$ cat src/rtl/ogp_pkg.sv
package ogp_pkg;

    // grid geometry
    localparam int CELL_SIZE = 32;
    localparam int GRID_COLS = 128;
    localparam int GRID_ROWS = 64;
    localparam int CELL2     = 2 * CELL_SIZE;

    localparam int COL_W = $clog2(GRID_COLS);
    localparam int ROW_W = $clog2(GRID_ROWS);
    localparam int CI_W  = COL_W + 1;          // column count incl. GRID_COLS
    localparam int RI_W  = ROW_W + 1;          // row count incl. GRID_ROWS

    // field widths
    localparam int CMD_W      = 3;
    localparam int MM_W       = 16;
    localparam int RAD_W      = 12;
    localparam int R_W        = 10;            // robot radius
    localparam int CFG_IDX_W  = 2;
    localparam int CFG_DATA_W = 16;

    // internal widths
    localparam int W_W   = 20;                 // padded mm / cell sums
    localparam int CR_W  = 13;                 // radius + robot radius
    localparam int N_W   = CR_W + 1;           // circle cell count
    localparam int OFF_W = $clog2(CELL_SIZE) + 1;
    localparam int SQ_W  = 2 * (N_W + 1);
    localparam int LH_W  = MM_W + 1;

    localparam logic [CFG_IDX_W-1:0] CFG_ROBOT_RADIUS = 2'd0;
    localparam logic [CFG_IDX_W-1:0] CFG_AREA_WIDTH   = 2'd1;
    localparam logic [CFG_IDX_W-1:0] CFG_AREA_HEIGHT  = 2'd2;

    typedef enum logic [CMD_W-1:0] {
        CMD_CLEAR  = 3'd0,
        CMD_BORDER = 3'd1,
        CMD_RECT   = 3'd2,
        CMD_CIRCLE = 3'd3,
        CMD_QUERY  = 3'd4
    } t_cmd;

    typedef enum logic [3:0] {
        S_IDLE,
        S_PAD1,
        S_PAD2,
        S_CELLS,
        S_DISPATCH,
        S_ADJ,
        S_RD,
        S_WR,
        S_QRD,
        S_QDAT,
        S_OUT
    } t_state;

    typedef struct packed {
        logic load;
        logic start_walk;
        logic clr_grid;
        logic x_dec;
        logic row_rd;
        logic row_wr;
        logic q_rd;
        logic finish;
    } t_dp_cmd;

    typedef struct packed {
        logic [CMD_W-1:0] cmd;
        logic             empty;
        logic             over;
        logic             last;
    } t_dp_sts;

    // second half of the padding: grow by radius or clamp to the area
    function automatic logic [W_W-1:0] pad_size(
        input logic [MM_W-1:0] c,
        input logic [MM_W:0]   s,
        input logic [R_W-1:0]  r,
        input logic [MM_W-1:0] lim
    );
        logic [W_W-1:0] sum;
        sum = W_W'(c) + W_W'(s) + W_W'(r);
        if (sum < W_W'(lim)) begin
            return W_W'(s) + W_W'(r);
        end else if (lim > c) begin
            return W_W'(lim - c);
        end else begin
            return '0;
        end
    endfunction

    // millimetres to cells, half up
    function automatic logic [W_W-1:0] to_cells(input logic [W_W-1:0] mm);
        logic [W_W+1:0] t;
        t = {1'b0, mm, 1'b0} + (W_W+2)'(CELL_SIZE);
        return W_W'(t / CELL2);
    endfunction

endpackage

$ cat src/rtl/ogp_ctrl.sv
module ogp_ctrl (
    input  logic             i_clk,
    input  logic             i_rst_n,
    input  logic             i_valid,
    input  logic             i_stall,
    input  ogp_pkg::t_dp_sts i_sts,
    output logic             o_stall,
    output logic             o_valid,
    output ogp_pkg::t_dp_cmd o_ctl
);
    import ogp_pkg::*;

    t_state r_state;
    t_state n_state;

    always_ff @(posedge i_clk) begin
        if (!i_rst_n) begin
            r_state <= S_IDLE;
        end else begin
            r_state <= n_state;
        end
    end

    always_comb begin
        n_state = r_state;
        unique case (r_state)
            S_IDLE:     if (i_valid) n_state = S_PAD1;
            S_PAD1:     n_state = S_PAD2;
            S_PAD2:     n_state = S_CELLS;
            S_CELLS:    n_state = S_DISPATCH;
            S_DISPATCH: begin
                unique case (i_sts.cmd)
                    CMD_QUERY:              n_state = S_QRD;
                    CMD_BORDER, CMD_RECT:   n_state = i_sts.empty ? S_OUT : S_RD;
                    CMD_CIRCLE:             n_state = i_sts.empty ? S_OUT : S_ADJ;
                    default:                n_state = S_OUT;
                endcase
            end
            S_ADJ:      if (!i_sts.over) n_state = S_RD;
            S_RD:       n_state = S_WR;
            S_WR: begin
                if (i_sts.last) begin
                    n_state = S_OUT;
                end else if (i_sts.cmd == CMD_CIRCLE) begin
                    n_state = S_ADJ;
                end else begin
                    n_state = S_RD;
                end
            end
            S_QRD:      n_state = S_QDAT;
            S_QDAT:     n_state = S_OUT;
            S_OUT:      if (!i_stall) n_state = S_IDLE;
            default:    n_state = S_IDLE;
        endcase
    end

    always_comb begin
        o_ctl   = '0;
        o_stall = (r_state != S_IDLE);
        o_valid = (r_state == S_OUT);
        unique case (r_state)
            S_IDLE:     o_ctl.load = i_valid;
            S_DISPATCH: begin
                unique case (i_sts.cmd)
                    CMD_CLEAR: begin
                        o_ctl.clr_grid = 1'b1;
                        o_ctl.finish   = 1'b1;
                    end
                    CMD_QUERY: ;
                    CMD_BORDER, CMD_RECT, CMD_CIRCLE: begin
                        o_ctl.finish     = i_sts.empty;
                        o_ctl.start_walk = !i_sts.empty;
                    end
                    default:   o_ctl.finish = 1'b1;
                endcase
            end
            S_ADJ:      o_ctl.x_dec = i_sts.over;
            S_RD:       o_ctl.row_rd = 1'b1;
            S_WR: begin
                o_ctl.row_wr = 1'b1;
                o_ctl.finish = i_sts.last;
            end
            S_QRD:      o_ctl.q_rd = 1'b1;
            S_QDAT:     o_ctl.finish = 1'b1;
            default:    ;
        endcase
    end
endmodule

$ cat config.mk
export PLATFORM = sky130hd
export DESIGN_NAME = ogp_ctrl
export DESIGN_NICKNAME = d
export VERILOG_FILES = /design/src/rtl/ogp_pkg.sv /design/src/rtl/ogp_ctrl.sv
export SDC_FILE = /design/constraint.sdc
export NUM_CORES = 1
export LEC_CHECK = 0
export BUFFER_PORTS_ARGS = -buffer_cell sky130_fd_sc_hd__buf_2
export CAP_MARGIN = 40
export CORE_ASPECT_RATIO = 0.9
export CORE_MARGIN = 2
export CORE_UTILIZATION = 28
export DETAILED_ROUTE_END_ITERATION = 8
export SKIP_LAST_GASP = 1
export SYNTH_ARGS = -nofsm -noshare
export SYNTH_HDL_FRONTEND = slang
export SYNTH_SLANG_ARGS = --single-unit
$ cat constraint.sdc
create_clock -name i_clk -period 2.1 [get_ports i_clk]
set_input_delay 0.42 -clock i_clk [delete_from_list [all_inputs] [get_ports i_clk]]
set_output_delay 0.42 -clock i_clk [all_outputs]
set_load 0.01 [all_outputs]
# Yosys cells after proc, flatten, opt, wreduce, memory -nomap -nowiden
# Index checks and enable logic that the tools add are counted.
totals:
  regBits: 4
  output_inout_bits: 10
  inputBits: 10
op_classes:
  reduce_logical: 7
  n_eq_ne: 17
  muxes: 19
ops:
  columns: ["op", "count"]
  rows:
  - ["$pmux W4 S11", 1]
  - ["$mux W4", 6]
  - ["$eq A4 B3 Y1 const B", 4]
  - ["$eq A4 B4 Y1 const B", 3]
  - ["$pmux W4 S3", 1]
  - ["$eq A4 B2 Y1 const B", 2]
  - ["$mux W1", 7]
  - ["$eq A3 B2 Y1 const B", 2]
  - ["$ne A2 B2 Y1 const B", 3]
  - ["$eq A4 B1 Y1 const B", 1]
  - ["$logic_not A4 Y1", 1]
  - ["$mux W2", 2]
  - ["$reduce_bool A4 Y1", 1]
  - ["$eq A3 B1 Y1 const B", 1]
  - ["$eq A3 B3 Y1 const B", 1]
  - ["$logic_not A3 Y1", 1]
  - ["$pmux W1 S3", 1]
  - ["$reduce_and A3 Y1", 1]
  - ["$reduce_or A3 Y1", 1]
  - ["$pmux W1 S2", 1]
  - ["$reduce_or A2 Y1", 1]
  - ["$logic_not A1 Y1", 1]

# Logic depth before layout (Yosys ltp)
logic_depth:
  word_depth: 4
  ltp_mapped: 5
  ltp_nobuf: 4

# Worst setup path after synthesis
# OpenSTA, ideal clock, no wires.
synth_timing:
  path_type: "reg-to-output"
  startpoint: "register r_state[0]"
  endpoint: "output port o_ctl[5] (netlist bit)"
  path_buffers: 0
  arrival_time_ns: 1.210
  slack_ns: 0.470
  required_ns: 1.680
  path_stages_with_launch: 3
  cell_sequence: "dfxtp_1 > or4b_4 > nor4_1"
synth_lines:
  columns: ["element", "line", "rtl"]
  rows:
  - ["from (decl)", "ogp_ctrl.sv:13", "t_state r_state;"]
  - ["from (signal assigned)", "ogp_ctrl.sv:20", "r_state <= n_state;"]
  - ["to (decl)", "ogp_ctrl.sv:9", "output ogp_pkg::t_dp_cmd o_ctl"]

==> results.yml <==
layout:
  final_common_cell: "buf_2"
  num_antenna_cells: 0
  largest_reg_flops: 4
  instances_no_fill: 91
  regArea_um2: 82.6
  final_nets: 88
  top_regs: "r_state (4)"
  drive_gt1_share_pct: 39.5
  syn_to_final_growth_pct: 33.5
  largest_register: "r_state"
  multi_input_area_um2: 302
  final_cell_mix: "buf_2 (19), nor2_1 (9), o21ai_0 (5)"
  fillers: 157
clock_network:
  cts_tree: "yes"
  cts_root_buffer: "clkbuf_4"
  htreeDepth: 1
  cts_sinks: 4
  clk_pin_slew_ns: 0.04
  numCtsBuffers: 3
  clock_latency_ns: 0.24
  cts_max_path_buffers: 2
  cts_hold_buf: 0
logic_synthesis:
  synth_fa_ha_area_share_pct: 0
  yosysUniqueCellTypes: 31
  syn_avg_cell_area_um2: 7.26
  synth_cells: 56
  ys_seq_area_share_pct: 19.7
  muxShareOfSynthArea_pct: 0
  synth_simple_gate_area_share_pct: 40.6
  synth_xor_area_share_pct: 0
  ys_warn_count: 0
  synth.cell_area_um2: 407
  syn_nets: 66
  synth_compound_area_share_pct: 33.5
  netlist_top_cells_area: "dfxtp_1 (20%), nor2_1 (8.3%), o21ai_0 (6.2%), nand4bb_1 (5.5%), a32o_1 (4.9%)"
  synth_top_family_by_area: "simple AND/OR/NAND/NOR gates"
  yosys.area.top_type: "dfxtp_1"
  synth_top_area_share_pct: 19.7
  synth_seq_cells: 4
critical_path:
  critical-path-max-stage-delay_ns: 0.55
  path_depth: 4
  cp_slowest_cell: "or4b_4"
  cp_num_buf_inv: 1
  crit_required_ns: 1.68
  crit_type: "register to output pin"
  r2r-end: "r_state[1]"
  rrSetupSlack_ns: 0.53
  crit_family: "simple AND/OR/NAND/NOR gates"
  crit_path_start_kind: "register"
  reg2reg_depth: 5
  cp.arrival_ns: 1.55
  end_kind: "output pin"
  rr_startpoint: "r_state[0]"
  path_cells: "or4b_4 -> a21oi_1 -> a22o_1 -> buf_2"
  path_max_fanout: 13
drt:
  vias_per_cell: 5.74
  firstDrtPassIters: 4
  totalWireLength_um: 1190
  ant_nets: 0
  vias: 522
  wl_per_cell_um: 13.1
  drc: 0
  drt_iter0_markers: 16
sta:
  maxSlewViolCount: 0
  final-hold-violation-count: 0
  hold_slack_ns: 0.434
  tightest_slew_ns: 0.306
  fin_worst_skew_ns: 0.00458
  setup_viol: 0
  slew-limit-headroom_pct: 79.4
  final.setup.tns_ns: 0
  fin_crit_ns: 1.97
  max_freq_ghz: 0.507
  rsz0062_at_grt: "no"
  fin_crit_sh_pct: 94.0
min_path:
  hp-start: "i_stall"
  worst_hold_path.endpoint: "r_state[1]"
  hp-class: "primary input to register"
  hold_depth: 2
floorplanning:
  die-height_um: 40.2
  row_count: 13
  start_util_pct: 29.1
  fp.dieW_um: 44.2
  core_area_um2: 1400
  die_area_um2: 1770
  io_pins: 20
power:
  power_density_nw_per_um2: 1140
  leakage_nw: 0.254
  ir_drop_v: 0.000366
global_routing:
  antenna_found_initial: 0
  grt_overflow: 0
  grt_usage_pct: 14.7
  grt_pass1_vias: 412
  grt_start_max_net_pins: 14
  grt_pass1_wl_um: 1900
place:
  io_buffer_count: 19
  dp_cells: 88
  gp_congestion: 0.759
  dp_hpwl_um: 927
status:
  status: "finished clean"
job:
  max_cap_violations: 0
cell type report:
| cell class | count | share of cell area [%] |
|---|---|---|
| timing repair buffer | 21 | 20.3 |
| inverter | 2 | 1.38 |
| tap | 15 | 3.46 |
| multi-input combinational | 46 | 55.5 |
| sequential | 4 | 15.2 |
| clock buffer | 3 | 4.15 |
worst reg2reg max path, cell delays in order (launching register included):
cell and delay (ns):
dfxtp_1 0.32, buf_4 0.18, or4_4 0.52, o211ai_2 0.18, nor2_1 0.07, a32o_1 0.19
worst max path at each step:
| stage | slack (ns) | end | start |
|---|---|---|---|
| 4_1_cts | 0.009 | o_ctl[0] | r_state[2] |
| 2_1_floorplan | 0.47 | o_ctl[5] | r_state[0] |
| 5_1_grt | 0.05 | o_ctl[0] | r_state[2] |
| 3_5_place_dp | 0.26 | o_ctl[0] | r_state[2] |
| 6_report | 0.13 | o_ctl[0] | r_state[3] |
| 3_3_place_gp | 0.29 | o_ctl[0] | r_state[2] |
stage by stage:
stage / total power [mW] / utilization (%) / area [um^2] / worst slack, ns
floorplan: 0.398 / - / 407 / 0.470
global placement: 0.514 / 37.0 / 518 / 0.291
detailed placement: 0.517 / 37.0 / 518 / 0.259
CTS: 0.624 / 38.6 / 541 / 0.00881
global route: 0.679 / 38.8 / 543 / 0.0485
finish: 0.621 / 38.8 / 543 / 0.126
where the power goes:
group / switching (mW) / leakage [nW] / internal, mW / total, mW
registers: 0.0521 / 0.0337 / 0.107 / 0.159
logic: 0.195 / 0.206 / 0.166 / 0.361
clock network: 0.0364 / 0.0138 / 0.0643 / 0.101
total: 0.283 / 0.254 / 0.337 / 0.621
kinds of logic after synthesis:
logic type	count (synthesis)
buffers and inverters	6
DFF	4
and+or+nand+nor	27
AOI/OAI and AO/OA	19
routing by layer:
layer / part of all wire [%] / track usage (%) / up-vias
met5: 0 / 0 / -
met4: 0 / 0 / 0
met3: 6.5 / 5.86 / 0
met2: 47 / 25.0 / 14
met1: 47 / 18.7 / 246
li1: - / - / 262
Yosys cell counts:
cell and count:
or3_1 2, inv_2 1, a22o_1 1, inv_1 1
nor4_1 1, a21oi_1 2, or4b_4 1, o211ai_2 1
a211o_1 1, clkbuf_1 2, nand4bb_1 2, nor2b_1 1
or2_1 1, or4_4 1, and3_1 1, dfxtp_1 4
o311ai_0 1, nor2_1 9, buf_2 2, a21o_1 1
a211oi_1 1, a31oi_1 2, o21ai_1 1, o211a_1 1
nand4_1 1, a32o_1 2, nand2_1 3, nor4bb_1 1
o21ai_0 5, nor3_1 2, and4_1 1
timing repair:
action                                  4_1_cts  5_1_grt
buffers inserted                              0        0
endpoints found under the setup margin        0        2
hold endpoints to repair                      0        0
gates resized for setup                       0        2
No activity file was read; power rests on OpenSTA's default activity.
